File: src/hdl/rsq_pkg.sv
// Package for the range add / range sum store.
// Holds the command encoding, the queue entry struct and the state machine types.
// Depends on nothing; the top level, front end, back end and testbench import it.
package rsq_pkg;

    localparam int POS_W = 18;
    localparam int ADD_W = 32;
    localparam int TOT_W = 64;

    // Item kinds as they arrive on the input.
    localparam logic [1:0] KIND_ADD   = 2'd0;
    localparam logic [1:0] KIND_SUM   = 2'd1;
    localparam logic [1:0] KIND_CLEAR = 2'd2;
    localparam logic [1:0] KIND_NONE  = 2'd3;

    // Operations after classification by the front end.
    typedef enum logic [2:0] {
        OP_ADD,
        OP_SUM,
        OP_CLEAR,
        OP_NOP,
        OP_ERR
    } t_op;

    // One entry of the command queue. Positions are 0-based element addresses.
    typedef struct packed {
        t_op                      op;
        logic [POS_W-1:0]         lo0;
        logic [POS_W-1:0]         hi0;
        logic [POS_W-1:0]         blk_lo;
        logic [POS_W-1:0]         off_lo;
        logic [POS_W-1:0]         blk_hi;
        logic [POS_W-1:0]         off_hi;
        logic signed [ADD_W-1:0]  addend;
    } t_cmd;

    typedef enum logic [1:0] {
        F_IDLE,
        F_DIV,
        F_PUSH
    } t_fstate;

    typedef enum logic [3:0] {
        B_CLR,
        B_IDLE,
        B_SEGRD,
        B_WALK,
        B_MUL,
        B_APPLY,
        B_WHRD,
        B_WHEX,
        B_WHACC,
        B_DONE
    } t_bstate;

endpackage

File: src/hdl/rsq_front.sv
// Front end: takes items, orders and checks the bounds, finds block and offset of
// each bound by reciprocal multiplication, and holds a two-entry command queue.
// Depends on rsq_pkg.
module rsq_front
    import rsq_pkg::*;
#(
    parameter int MAX_LEN     = 131072,
    parameter int BLOCK_LEN   = 256,
    parameter int BLOCK_COUNT = 512
) (
    input  logic             i_clk,
    input  logic             i_rst_n,
    input  logic             push,
    output logic             full,
    input  logic [1:0]       i_kind,
    input  logic [POS_W-1:0] i_left,
    input  logic [POS_W-1:0] i_right,
    input  logic [ADD_W-1:0] i_addend,
    input  logic             i_cfg_valid,
    output logic             o_cfg_ready,
    input  logic [POS_W-1:0] i_cfg_length,
    output logic             o_cmd_valid,
    output t_cmd             o_cmd,
    input  logic             i_cmd_pop
);

    localparam longint BLK_SPAN = longint'(BLOCK_LEN) * longint'(BLOCK_COUNT);
    localparam longint CAP_N    = (BLK_SPAN < longint'(MAX_LEN)) ? BLK_SPAN
                                                                 : longint'(MAX_LEN);
    localparam logic [POS_W-1:0] BL18 = POS_W'(BLOCK_LEN);
    // Rounded-up reciprocal of the block length; exact for every POS_W-bit position.
    localparam int     DIV_SH  = POS_W + $clog2(BLOCK_LEN);
    localparam longint DIV_M   = ((longint'(1) << DIV_SH) + longint'(BLOCK_LEN) - 1)
                                 / longint'(BLOCK_LEN);
    localparam logic [POS_W:0] DIV_MUL = (POS_W+1)'(DIV_M);

    t_fstate          r_fstate, n_fstate;
    t_cmd             r_cur, n_cur;
    logic [POS_W-1:0] r_rem_lo, n_rem_lo;
    logic [POS_W-1:0] r_rem_hi, n_rem_hi;
    logic [POS_W-1:0] r_length;
    t_cmd             r_q0, r_q1;
    logic [1:0]       r_qcnt;

    logic [POS_W-1:0] lo, hi;
    logic [31:0]      eff_n;
    logic             bad;
    logic             q_push, q_pop;
    t_cmd             push_cmd;
    logic [2*POS_W:0] prod_lo, prod_hi;
    logic [POS_W-1:0] quo_lo, quo_hi;

    assign o_cfg_ready = 1'b1;

    always_ff @(posedge i_clk) begin
        if (!i_rst_n) begin
            r_length <= POS_W'(131072);
        end else if (i_cfg_valid) begin
            r_length <= i_cfg_length;
        end
    end

    assign lo    = (i_right < i_left) ? i_right : i_left;
    assign hi    = (i_right < i_left) ? i_left : i_right;
    assign eff_n = (32'(r_length) > 32'(CAP_N)) ? 32'(CAP_N) : 32'(r_length);
    assign bad   = (lo == '0) || (32'(hi) > eff_n);

    assign prod_lo = {{(POS_W+1){1'b0}}, r_rem_lo} * {{POS_W{1'b0}}, DIV_MUL};
    assign prod_hi = {{(POS_W+1){1'b0}}, r_rem_hi} * {{POS_W{1'b0}}, DIV_MUL};
    assign quo_lo  = POS_W'(prod_lo >> DIV_SH);
    assign quo_hi  = POS_W'(prod_hi >> DIV_SH);

    always_comb begin
        n_fstate = r_fstate;
        n_cur    = r_cur;
        n_rem_lo = r_rem_lo;
        n_rem_hi = r_rem_hi;
        case (r_fstate)
            F_IDLE: begin
                if (push) begin
                    n_cur.lo0    = lo - 1'b1;
                    n_cur.hi0    = hi - 1'b1;
                    n_cur.blk_lo = '0;
                    n_cur.blk_hi = '0;
                    n_cur.off_lo = '0;
                    n_cur.off_hi = '0;
                    n_cur.addend = i_addend;
                    n_rem_lo     = lo - 1'b1;
                    n_rem_hi     = hi - 1'b1;
                    n_fstate     = F_PUSH;
                    case (i_kind)
                        KIND_CLEAR: n_cur.op = OP_CLEAR;
                        KIND_NONE:  n_cur.op = OP_NOP;
                        KIND_ADD, KIND_SUM: begin
                            if (bad) begin
                                n_cur.op = OP_ERR;
                            end else begin
                                n_cur.op = (i_kind == KIND_ADD) ? OP_ADD : OP_SUM;
                                n_fstate = F_DIV;
                            end
                        end
                        default: n_cur.op = OP_NOP;
                    endcase
                end
            end
            F_DIV: begin
                // Block index from the reciprocal product, offset by one subtraction.
                n_cur.blk_lo = quo_lo;
                n_cur.blk_hi = quo_hi;
                n_rem_lo     = r_rem_lo - quo_lo * BL18;
                n_rem_hi     = r_rem_hi - quo_hi * BL18;
                n_fstate     = F_PUSH;
            end
            F_PUSH: begin
                if (r_qcnt != 2'd2) begin
                    n_fstate = F_IDLE;
                end
            end
            default: n_fstate = F_IDLE;
        endcase
    end

    always_ff @(posedge i_clk) begin
        if (!i_rst_n) begin
            r_fstate <= F_IDLE;
        end else begin
            r_fstate <= n_fstate;
        end
    end

    always_ff @(posedge i_clk) begin
        r_cur    <= n_cur;
        r_rem_lo <= n_rem_lo;
        r_rem_hi <= n_rem_hi;
    end

    assign full = (r_fstate != F_IDLE);

    // Two-entry queue; entry 0 is the head.
    always_comb begin
        push_cmd        = r_cur;
        push_cmd.off_lo = r_rem_lo;
        push_cmd.off_hi = r_rem_hi;
    end

    assign q_push      = (r_fstate == F_PUSH) && (r_qcnt != 2'd2);
    assign q_pop       = i_cmd_pop && (r_qcnt != 2'd0);
    assign o_cmd_valid = (r_qcnt != 2'd0);
    assign o_cmd       = r_q0;

    always_ff @(posedge i_clk) begin
        if (!i_rst_n) begin
            r_qcnt <= 2'd0;
        end else begin
            r_qcnt <= r_qcnt + 2'(q_push) - 2'(q_pop);
        end
    end

    always_ff @(posedge i_clk) begin
        if (q_push && ((r_qcnt - 2'(q_pop)) == 2'd0)) begin
            r_q0 <= push_cmd;
        end else if (q_pop) begin
            r_q0 <= r_q1;
        end
        if (q_push && ((r_qcnt - 2'(q_pop)) != 2'd0)) begin
            r_q1 <= push_cmd;
        end
    end

    a_qcnt_bound: assert property (@(posedge i_clk) disable iff (!i_rst_n)
        r_qcnt <= 2'd2)
        else $error("command queue count out of range");

    a_div_only_ranges: assert property (@(posedge i_clk) disable iff (!i_rst_n)
        r_fstate == F_DIV |-> (r_cur.op == OP_ADD || r_cur.op == OP_SUM))
        else $error("block search running for an item without a range");

    a_div_done: assert property (@(posedge i_clk) disable iff (!i_rst_n)
        (r_fstate == F_PUSH && $past(r_fstate) == F_DIV)
            |-> (r_rem_lo < BL18 && r_rem_hi < BL18))
        else $error("block offsets not reduced below the block length");

endmodule

File: config.mk
export PLATFORM = sky130hd
export DESIGN_NAME = rsq_front
export DESIGN_NICKNAME = d
export VERILOG_FILES = /design/src/hdl/rsq_pkg.sv /design/src/hdl/rsq_front.sv
export SDC_FILE = /design/constraint.sdc
export NUM_CORES = 1
export LEC_CHECK = 0
export ABC_AREA = 1
export BUFFER_PORTS_ARGS = -buffer_cell sky130_fd_sc_hd__clkbuf_2
export CELL_PAD_IN_SITES_DETAIL_PLACEMENT = 1
export CELL_PAD_IN_SITES_GLOBAL_PLACEMENT = 2
export CORE_MARGIN = 8
export CORE_UTILIZATION = 36
export DETAILED_ROUTE_END_ITERATION = 10
export PLACE_DENSITY = 0.85
export SYNTH_ARGS = -nofsm -noshare
export SYNTH_HDL_FRONTEND = slang
export SYNTH_SLANG_ARGS = --single-unit
File: constraint.sdc
create_clock -name i_clk -period 6.8 [get_ports i_clk]
set_clock_uncertainty 0.2 [all_clocks]
set_input_delay 0.68 -clock i_clk [delete_from_list [all_inputs] [get_ports i_clk]]
set_output_delay 0.68 -clock i_clk [all_outputs]
set_load 0.01 [all_outputs]
== Yosys cells after proc, flatten, opt, wreduce, memory -nomap -nowiden ==
Cells that the tools add are included.

* Output and inout bits: 146
* Flip-flop bits (word level): 451
* Word-level logic and storage cells: 83
* Input bits: 93

* $lt $le $gt $ge: 3
* Mux-type cells: 20
* Reduce and logical (&&, ||, !) cells: 18
* Equal/unequal tests: 8
* $add $sub $neg: 7

{| class="wikitable"
|+ Operator list
! kind !! count
|-
| $mux 143 || 2
|-
| $pmux 18 s2 || 4
|-
| $mux 104 || 1
|-
| $mux 18 || 5
|-
| $sub 18x1->18 const B || 2
|-
| $sub 18x18->18 || 2
|-
| $gt 18x18->1 || 1
|-
| $gt 18x18->1 const B || 1
|-
| $logic_not 18->1 || 1
|-
| $lt 18x18->1 || 1
|-
| $reduce_bool 2->1 || 5
|-
| $pmux 3 s3 || 1
|-
| $mux 2 || 4
|-
| $eq 2x2->1 const B || 3
|-
| $logic_not 2->1 || 3
|-
| $ne 2x2->1 const B || 3
|-
| $pmux 2 s3 || 1
|-
| $reduce_and 2->1 || 3
|-
| $eq 2x1->1 const B || 2
|-
| $logic_and 1x1->1 || 4
|-
| $sub 2x1->2 || 2
|-
| $mux 3 || 1
|-
| $add 2x1->2 || 1
|-
| $reduce_or 2->1 || 1
|-
| other kinds (2) || 2
|}

== Depth between registers and ports, before layout ==
* Depth after elaboration: 8
* Gate-level depth with buffers: 28
* Mapped depth without buffers: 27

== Worst setup path before layout ==
OpenSTA, ideal clock, no wires.

* Path kind: input port to flip-flop
* From: input i_cmd_pop
* To: register r_q1[0] (netlist name), enable pin
* Stages on the path: 3
* Required time: 5985 ps
* Library setup time: 615 ps
* Setup slack: -107 ps
* Arrival: 6093 ps
* Buffers on the path: 0
* Path through: nand2_1 -> nand2_1 -> nor2_1

* Longest elaborated chain between the ends: 4

{| class="wikitable"
|+ RTL lines
! item !! line !! RTL
|-
| start: declaration || rsq_front.sv:24 || <nowiki>input logic i_cmd_pop</nowiki>
|-
| $logic_and 1x1->1 || rsq_front.sv:147 || <nowiki>assign q_pop = i_cmd_pop && (r_qcnt != 2'd0);</nowiki>
|-
| $sub 2x1->2 || rsq_front.sv:165 || <nowiki>if (q_push && ((r_qcnt - 2'(q_pop)) != 2'd0)) begin</nowiki>
|-
| $reduce_bool 2->1 || rsq_front.sv:165 ||
|-
| $logic_and 1x1->1 || rsq_front.sv:165 ||
|-
| end signal: assignment || rsq_front.sv:166 || <nowiki>r_q1 <= push_cmd;</nowiki>
|-
| end: declaration || rsq_front.sv:42 || <nowiki>t_cmd r_q0, r_q1;</nowiki>
|}

No other way between the ends.
A chain may end at the register's enable or synchronous reset.

== Worst setup path after layout ==
* From: input i_left[13]
* To: register r_rem_hi[14] (data pin)

* Longest elaborated chain between the ends: 5

{| class="wikitable"
|+ RTL lines
! item !! line !! RTL
|-
| start: declaration || rsq_front.sv:16 || <nowiki>input logic [POS_W-1:0] i_left,</nowiki>
|-
| $lt 18x18->1 || rsq_front.sv:64 || <nowiki>assign hi = (i_right < i_left) ? i_left : i_right;</nowiki>
|-
| $mux 18 (*) || rsq_front.sv:64 ||
|-
| $sub 18x1->18 (*) || rsq_front.sv:89 || <nowiki>n_rem_hi = hi - 1'b1;</nowiki>
|-
| $mux 18 (*) || rsq_front.sv:80 || <nowiki>if (push) begin</nowiki>
|-
| $pmux 18 s2 (*) || rsq_front.sv:78 || <nowiki>case (r_fstate)</nowiki>
|-
| named net n_rem_hi[14] || rsq_front.sv:40 || <nowiki>logic [POS_W-1:0] r_rem_hi, n_rem_hi;</nowiki>
|-
| end signal: assignment || rsq_front.sv:134 || <nowiki>r_rem_hi <= n_rem_hi;</nowiki>
|-
| end: declaration || rsq_front.sv:40 ||
|}

The timed path passes the listed nets; every way through them passes the cells marked *. The select of a mux whose other input is x is not followed.

==> results.cfg <==
[power_and_ir_drop]
p_total_mw = 7.010
powerDensity_nw_per_um2 = 353.4
ir_drop_uv = 243.1
p_leak_nw = 7.853

[grt]
grt_pass1_wl_um = 63620
top_usage_layer = met2
grtUsageMet2_pct = 27.20
met3_usage_pct = 3.754
overflow = 0
grt_usage_pct = 15.43
antenna_found_initial = 0
grt_max_degree = 83
gr-usage-met1_pct = 18.61
grt_pass1_vias = 10720

[clock_network]
clockBufferDepth = 3
cts.repair.resized = 0
clk_pin_slew_ps = 60
numCtsBuffers = 44
cts_tree = yes
cts_setup_buffers = 0
h-tree-depth = 2
cts_hold_repair.buffers = 0
clock-sinks = 403
clk_latency_ps = 560
cts_root_buffer = clkbuf_16

[drt]
remaining_drc_errors = 0
drt-pass1-iter-count = 6
wl_per_cell_um = 20.13
drt-vias-per-instance = 4.665
drt_iter0_drc = 507
totalWireLength_um = 42250
vias = 9791
final_antenna_net_count = 0

[run_status]
status = finished clean

[die]
die_area_um2 = 53540
die-height_um = 231.4
start_util_pct = 36.18
die_w_um = 231.4
rows = 79
ios = 239
core_area_um2 = 46160

[timing]
period_share_pct = 65.51
fmax_mhz = 224.5
finalWorstSetupSlack_ps = 2345
slew_headroom_pct = 23.88
hold_violations = 0
worstMarginPinSlew_ps = 1139
setup_tns_ps = 0
setup_violations = 0
grt_setup_unrepaired = no
slew_violations = 0
period_needed_ps = 4455

[placed_design]
pre_cts_ws_ps = 1760
io_buffers = 221
place_congestion = 0.8641
dpl.hpwl_um = 30090

[synth]
async_flop_share_pct = 0
avgSynthCellArea_um2 = 13.68
yosysUniqueCellTypes = 43
ys_ff_latch = 403
synth_edf_count = 381
yosysWarnings = 0
synthCells = 1221
synthFlopType = edfxtp_1
syn_area_um2 = 16700
seq_area_frac_synth_pct = 71.14

[critical_path]
worst-endpoint-required_ps = 6890
crit_type = input port to register
crit_path_end_kind = register
crit_path_start_kind = input port
crit_arrival_ps = 4540
cp_max_fo = 72

[cells_and_area]
final_common_cell = edfxtp_1
multi_input_area_um2 = 4095
final_cell_mix = edfxtp_1 (381), clkbuf_2 (221), nand2_1 (163)
fillers = 4849
antennaDiodeCount = 0
seqCellArea_um2 = 11880
layout-drive-gt1-share_pct = 30.76
nets = 1590
fin_util_pct = 42.97
syn2layout_area_growth_pct = 18.76

[job]
max_cap_violations = 0

[hold_path]
hold_path_class = input port to register
-- area by class of cell --
cell class / count / share of cell area (%)
inverter: 137 / 2.593
multi-input combinational: 644 / 20.65
timing repair buffer: 229 / 5.942
tap: 607 / 3.829
sequential: 403 / 59.90
clock inverter: 24 / 1.325
clock buffer: 55 / 5.760
-- worst max-delay path, cell delays in order --
cell and delay (ps):
clkbuf_2 130, inv_1 50, ha_1 300, nand2_1 90
inv_1 40, nand2_1 50, nand2_1 80, a21oi_4 210
nand3_4 600, o21ai_1 650, ha_1 300, nand4_2 190
nor2_2 170, inv_2 80, nor2_2 130, inv_2 70
nor2_4 110, nand2_1 150, o21ai_1 300, a21oi_1 120
-- power breakdown --
| part | internal, mW | switching (mW) | leakage [nW] |
|---|---|---|---|
| Clock | 1.36 | 0.974 | 0.680 |
| Sequential | 3.27 | 0.141 | 3.76 |
| Combinational | 0.397 | 0.869 | 3.41 |
| Total | 5.03 | 1.98 | 7.85 |
-- cell usage after synthesis, types with 3 or more instances --
| library cell | number | area share, % |
|---|---|---|
| a21oi_1 | 24 | 0.72 |
| buf_4 | 18 | 0.81 |
| buf_6 | 5 | 0.34 |
| clkbuf_1 | 26 | 0.58 |
| dfxtp_1 | 22 | 2.6 |
| edfxtp_1 | 381 | 69 |
| ha_1 | 38 | 2.8 |
| inv_1 | 117 | 2.6 |
| inv_2 | 19 | 0.43 |
| mux2_2 | 107 | 7.2 |
| nand2_1 | 166 | 3.7 |
| nand2_2 | 4 | 0.15 |
| nand3_1 | 8 | 0.24 |
| nand4_1 | 9 | 0.34 |
| nor2_1 | 127 | 2.9 |
| nor2_2 | 9 | 0.34 |
| nor2_4 | 3 | 0.20 |
| nor3_1 | 9 | 0.27 |
| nor3_2 | 4 | 0.24 |
| o21ai_0 | 47 | 1.4 |
| o21ai_1 | 21 | 0.63 |
| o21ai_2 | 9 | 0.47 |
| xor2_1 | 19 | 1.0 |
-- registers in the layout, indices dropped and copies added, names as in the netlist --
register,cells
r_rem_lo,18
r_q1,127
r_qcnt,2
r_rem_hi,18
o_cmd,127
push_cmd,91
r_fstate,2
r_length,18
-- metrics by stage --
stage / instance area, µm² / hold slack (ps) / instances
final: 19830 / 90.70 / 2099
after global routing: 19830 / 60.91 / 2099
after CTS: 19830 / 55.79 / 2099
after detailed placement: 18430 / 231.7 / 2020
after global placement: 18430 / 226.4 / 2020
after floorplan: 16760 / 222.2 / 1236
-- metal layers --
metal / up-vias / wire [µm]
met2: 225 / 21330
met1: 4814 / 17540
li1: 4698 / -
met5: - / 0
met3: 54 / 2443
met4: 0 / 935
-- final timing paths --
| kind | start | to | slack, ps | cells past startpoint |
|---|---|---|---|---|
| hold / removal | i_addend[30] | push_cmd[30]$_DFFE_PP_ | 90 | 1 |
| hold reg to reg | push_cmd[109]$_DFFE_PP_ | r_q1[109]$_DFFE_PP_ | 240 | 0 |
| setup reg to reg | r_length[15]$_SDFFE_PN0P_ | push_cmd[140]$_DFFE_PP_ | 3410 | 19 |
| setup / recovery | i_left[13] | r_rem_hi[14]$_DFFE_PP_ | 2350 | 20 |
-- logic make-up (layout without fill, tap and decap cells) --
family          Yosys count  count (layout)  synth area share (%)
xor+xnor                 21              21                 1.101
other cells               2              17               0.04497
buf+inv                 189             445                 4.885
simple gates            349             349                 8.975
fa+ha+maj                38              38                 2.847
mux                     107             107                 7.215
flops                   403             403                 71.14
compound gates          112             112                 3.791
(Power assumes the default switching activity.)
